$ cat src/hw/rtl/four_level_page_table_mapper_assert.svh
// assertion macros used by the page table mapper datapath
`ifndef FOUR_LEVEL_PAGE_TABLE_MAPPER_ASSERT_SVH
`define FOUR_LEVEL_PAGE_TABLE_MAPPER_ASSERT_SVH

// same-cycle implication, checked on clk and held off during reset
`define FLTPM_ASSERT_NOW(lbl, ante, cons) \
	lbl: assert property (@(posedge clk) disable iff (!arst_n) (ante) |-> (cons)) \
		else $error("page table mapper check failed");

// next-cycle implication
`define FLTPM_ASSERT_NEXT(lbl, ante, cons) \
	lbl: assert property (@(posedge clk) disable iff (!arst_n) (ante) |=> (cons)) \
		else $error("page table mapper check failed");

`endif

$ cat src/hw/rtl/fltpm_pkg.sv
// types and constants of the four level page table mapper
package fltpm_pkg;

	localparam int IDX_W   = 9;
	localparam int ENTRIES = 512;
	localparam int FRAME_W = 40;
	localparam int NPEND   = 8;

	localparam logic [1:0] OP_LOOKUP = 2'd0;
	localparam logic [1:0] OP_MAP    = 2'd1;
	localparam logic [1:0] OP_UNMAP  = 2'd2;
	localparam logic [1:0] OP_NONE   = 2'd3;

	localparam logic [1:0] ST_OK      = 2'd0;
	localparam logic [1:0] ST_WINDOW  = 2'd1;
	localparam logic [1:0] ST_NO_PAGE = 2'd2;

	localparam logic [1:0] CFG_WINDOW_BASE = 2'd0;
	localparam logic [1:0] CFG_ROOT_PAGE   = 2'd1;
	localparam logic [1:0] CFG_FIRST_FREE  = 2'd2;

	localparam logic [1:0] LVL_LEAF = 2'd3;
	localparam logic [1:0] LVL_LAST_LINK = 2'd2;

	typedef enum logic [2:0] {
		S_INIT,
		S_IDLE,
		S_CHECK,
		S_READ,
		S_EVAL,
		S_DECODE,
		S_COMMIT
	} state_t;

	typedef enum logic [2:0] {
		RES_NONE,
		RES_ERR_WINDOW,
		RES_ERR_NO_PAGE,
		RES_PEEK,
		RES_COMMIT
	} res_t;

	typedef struct packed {
		logic init_step;
		logic load;
		logic rd;
		logic eval;
		logic decode;
		logic push_leaf;
		logic commit_step;
		logic fin;
		res_t res;
	} dp_cmd_t;

	typedef struct packed {
		logic       init_last;
		logic       op_bad;
		logic       root_bad;
		logic       alloc_need;
		logic       no_page;
		logic       off_bad;
		logic       commit_done;
		logic       is_lookup;
		logic [1:0] lvl;
	} dp_status_t;

endpackage

$ cat src/hw/rtl/fltpm_ctrl.sv
// controller state machine of the page table mapper
module fltpm_ctrl (
	input  logic                  clk,
	input  logic                  arst_n,
	input  logic                  start,
	output logic                  busy,
	input  fltpm_pkg::dp_status_t st,
	output fltpm_pkg::dp_cmd_t    cmd
);

	fltpm_pkg::state_t state_q, state_d;

	always_ff @(posedge clk or negedge arst_n) begin
		if (!arst_n) begin
			state_q <= fltpm_pkg::S_INIT;
		end else begin
			state_q <= state_d;
		end
	end

	always_comb begin
		state_d = state_q;
		cmd     = '0;
		unique case (state_q)
			fltpm_pkg::S_INIT: begin
				cmd.init_step = 1'b1;
				if (st.init_last) begin
					state_d = fltpm_pkg::S_IDLE;
				end
			end
			fltpm_pkg::S_IDLE: begin
				if (start) begin
					cmd.load = 1'b1;
					state_d  = fltpm_pkg::S_CHECK;
				end
			end
			fltpm_pkg::S_CHECK: begin
				if (st.op_bad) begin
					cmd.fin = 1'b1;
					cmd.res = fltpm_pkg::RES_NONE;
					state_d = fltpm_pkg::S_IDLE;
				end else if (st.root_bad) begin
					cmd.fin = 1'b1;
					cmd.res = fltpm_pkg::RES_ERR_WINDOW;
					state_d = fltpm_pkg::S_IDLE;
				end else begin
					state_d = fltpm_pkg::S_READ;
				end
			end
			fltpm_pkg::S_READ: begin
				cmd.rd  = 1'b1;
				state_d = fltpm_pkg::S_EVAL;
			end
			fltpm_pkg::S_EVAL: begin
				if (st.lvl == fltpm_pkg::LVL_LEAF) begin
					cmd.fin = 1'b1;
					cmd.res = fltpm_pkg::RES_PEEK;
					state_d = fltpm_pkg::S_IDLE;
				end else if (st.alloc_need && st.no_page) begin
					cmd.fin = 1'b1;
					cmd.res = fltpm_pkg::RES_ERR_NO_PAGE;
					state_d = fltpm_pkg::S_IDLE;
				end else begin
					cmd.eval = 1'b1;
					state_d  = fltpm_pkg::S_DECODE;
				end
			end
			fltpm_pkg::S_DECODE: begin
				if (st.off_bad) begin
					cmd.fin = 1'b1;
					cmd.res = fltpm_pkg::RES_ERR_WINDOW;
					state_d = fltpm_pkg::S_IDLE;
				end else begin
					cmd.decode = 1'b1;
					if (st.lvl == fltpm_pkg::LVL_LAST_LINK && !st.is_lookup) begin
						cmd.push_leaf = 1'b1;
						state_d       = fltpm_pkg::S_COMMIT;
					end else begin
						state_d = fltpm_pkg::S_READ;
					end
				end
			end
			fltpm_pkg::S_COMMIT: begin
				if (st.commit_done) begin
					cmd.fin = 1'b1;
					cmd.res = fltpm_pkg::RES_COMMIT;
					state_d = fltpm_pkg::S_IDLE;
				end else begin
					cmd.commit_step = 1'b1;
				end
			end
			default: begin
				state_d = fltpm_pkg::S_IDLE;
			end
		endcase
	end

	assign busy = (state_q != fltpm_pkg::S_IDLE);

endmodule

$ cat config.mk
export PLATFORM = sky130hd
export DESIGN_NAME = fltpm_ctrl
export DESIGN_NICKNAME = d
export VERILOG_FILES = /design/src/hw/rtl/four_level_page_table_mapper_assert.svh /design/src/hw/rtl/fltpm_pkg.sv /design/src/hw/rtl/fltpm_ctrl.sv
export SDC_FILE = /design/constraint.sdc
export NUM_CORES = 1
export LEC_CHECK = 0
export ABC_CLOCK_PERIOD_IN_PS = 3200
export BUFFER_PORTS_ARGS = -buffer_cell sky130_fd_sc_hd__buf_2
export CORE_AREA = 2 2 39 41
export DETAILED_ROUTE_END_ITERATION = 8
export DIE_AREA = 0 0 41 43
export HOLD_SLACK_MARGIN = 0.05
export SYNTH_ARGS = -nofsm -noshare
export SYNTH_HDL_FRONTEND = slang
export SYNTH_SLANG_ARGS = --single-unit
export TNS_END_PERCENT = 100
$ cat constraint.sdc
create_clock -name clk -period 3.2 [get_ports clk]
set_input_delay 0 -clock clk [delete_from_list [all_inputs] [get_ports clk]]
set_output_delay 0 -clock clk [all_outputs]
set_load 0.005 [all_outputs]
==> metrics <==
#FFs+latches synth 3; I/O pin total 25; Crit path depth 4; Synth Area per Inst approximately 8 um^2; clk_skew 3.63 ps; Logic pwr share between 50% and 60%; post-synthesis sequential area ratio a little under a fifth; Crit. End Element output pin; top_reg_cell synth dfrtp_1; critical path fanouts, max 19; fill count between 150 and 200; Mapped Area a little under 400 um^2; post-CTS sizing 0; Pwr per Cell Area 726 nW/um^2; pin count of the biggest net entering global routing 20; # H-tree levels 1; Cell Int Power 0.000226 W; Die Area 1760 um^2; vias in the first global route between 300 and 400; worst min path class in -> async; grt total ovfl 0; first-pass GRT wire length between 1000 and 1500 um; WP buf/inv 1; Avg WL per Cell about 11 um; final setup vio count 0; r2r startpoint state_q[0]; layout cells sized above 1 ~41%; Sw Pwr around 0.00018 W; DRC viols 0; worst slew margin relative to its limit 65.1%; CP top delay family flip-flops; Req. time, crit path 3200 ps; Post-synth EDFFs 0; Switching Fraction between 40% and 50%; crit path DAT between 1500 and 2000 ps; final slew viol count 0; CP max-delay cell dfrtp_1; vias per cell 4.91; Reg2Reg Setup Slack approximately 1700 ps; Core ar. approximately 1400 um^2; CP endpoint cmd[5]; CTS max path bufs 2; Tmin final approximately 1600 ps; status finished, final reports clean; area growth from synthesis to layout 39.9%; CTS tree done; CTS Buf Count 3; CTS Hold Bufs 2; r2r endpoint state_q[0]; RSZ-0062 raised after global routing no; Worst Setup Path Type reg -> out; final hold violation count 0; final WL ~1000 um; Initial Util between 20 and 30%; routability cong. around 0.65; Flop pwr share between 20% and 30%; initial DRC count 3; initial antenna violation count 0; hpwl dp 732 um; total negative slack 0 ps; Antenna diodes 0; Cell Rows 14; Syn Inst Count 48; number of nets in the layout 88; most frequent cells in the layout buf_2 (24), nand2b_1 (4); R2R cell count 3; Final Instance Area about 550 um^2; maximum vdd drop around 0.00026 V; Max-Cap Viols 0; Max Clock Freq between 0.6 and 0.7 GHz; TritonCTS Sinks 3; CTS clk-pin slew, worst paths 40 ps; biggest regs state_q (3); Die W 41 um; Die H roughly 43 um; Clock Latency Late Sink ~230 ps; Detail Route Antenna Nets 0; Post-synth ARST share between 90% and 100%; Final Util roughly two fifths; max FFs per register 3; Root Buffer clkbuf_4; worst-path cell chain nand2b_1 > nor3_1 > and4bb_1 > buf_2; Final Cycle Share roughly half; placed standard-cell area roughly 510 um^2; Biggest register state_q; Synth Net Count 61; Crit. Startpoint state_q[0]; Post-CTS Setup Bufs 0; Crit path largest cell delay around 660 ps; GRT Util Overall roughly an eighth; DR pass1 iterations 2; static leakage roughly 0.29 nW; synth unique cells 30; clock share of power roughly 16%; Worst Tran Pin Value 523 ps; most common cell after layout, fill and taps aside buf_2; Yosys Warn Count 0; crit path launch type flip-flop; vias 442; Port Buffers 24
[layout make-up]
cell class | instances | area [um^2] | share of cell area (%)
sequential | 3 | 75.1 | 13.6
multi-input combinational | 39 | 284 | 51.4
timing repair buffer | 26 | 140 | 25.3
inverter | 2 | 7.51 | 1.36
tap | 16 | 20.0 | 3.62
clock buffer | 4 | 26.3 | 4.75
[synthesized netlist by cell type, types with 2 or more instances]
master    n  area (um^2)
nand2b_1  4         25.0
dfrtp_1   3         75.1
nand3b_1  3         22.5
nor3_1    3         15.0
o21ai_0   3         15.0
o21ai_1   3         15.0
and3_1    2         12.5
buf_2     2         10.0
inv_1     2         7.51
nor2_1    2         7.51
nor3b_1   2         15.0
[kinds of logic after synthesis]
| family | count (synthesis) | synth area share [%] |
|---|---|---|
| AND/OR/NAND/NOR | 24 | 43.0 |
| buffers and inverters | 6 | 9.18 |
| AO/OA/AOI/OAI | 13 | 22.5 |
| multiplexers | 2 | 6.33 |
| flip-flops | 3 | 19.0 |
[per-stage QoR]
stage                     hold WS (ps)  power [W]  worst slack [ps]  std cells
after floorplan                   -296   0.000285              2000         48
after global placement            -206   0.000333              1760         84
after detailed placement          -204   0.000334              1740         84
after CTS                         83.2   0.000406              1580         90
after global routing               102   0.000441              1440         90
final                             86.6   0.000402              1600         90
[power groups by stage]
stage          registers (W)  clock network, W  logic, W
6_report            0.000120         0.0000659  0.000216
2_1_floorplan      0.0000645                 0  0.000220
3_3_place_gp        0.000120                 0  0.000213
4_1_cts             0.000120         0.0000679  0.000218
3_5_place_dp        0.000120                 0  0.000215
5_1_grt             0.000127         0.0000696  0.000244
[layer usage]
layer  vias up  global-route usage, %  wire (um)
met2        12                   18.4        480
met5         -                      0          0
met1       195                   15.4        464
met3         2                   1.57         39
li1        233                      -          -
met4         0                   8.00          8
[how the worst min path moves through the flow]
stage | to | slack (ps) | cells past startpoint
2_1_floorplan | state_q[0] | -300 | 0
3_3_place_gp | state_q[2] | -210 | 1
3_5_place_dp | state_q[2] | -200 | 1
4_1_cts | state_q[0] | 80 | 2
5_1_grt | state_q[0] | 100 | 2
6_report | state_q[0] | 90 | 2
Note: power is estimated with default switching activity, not from simulation.
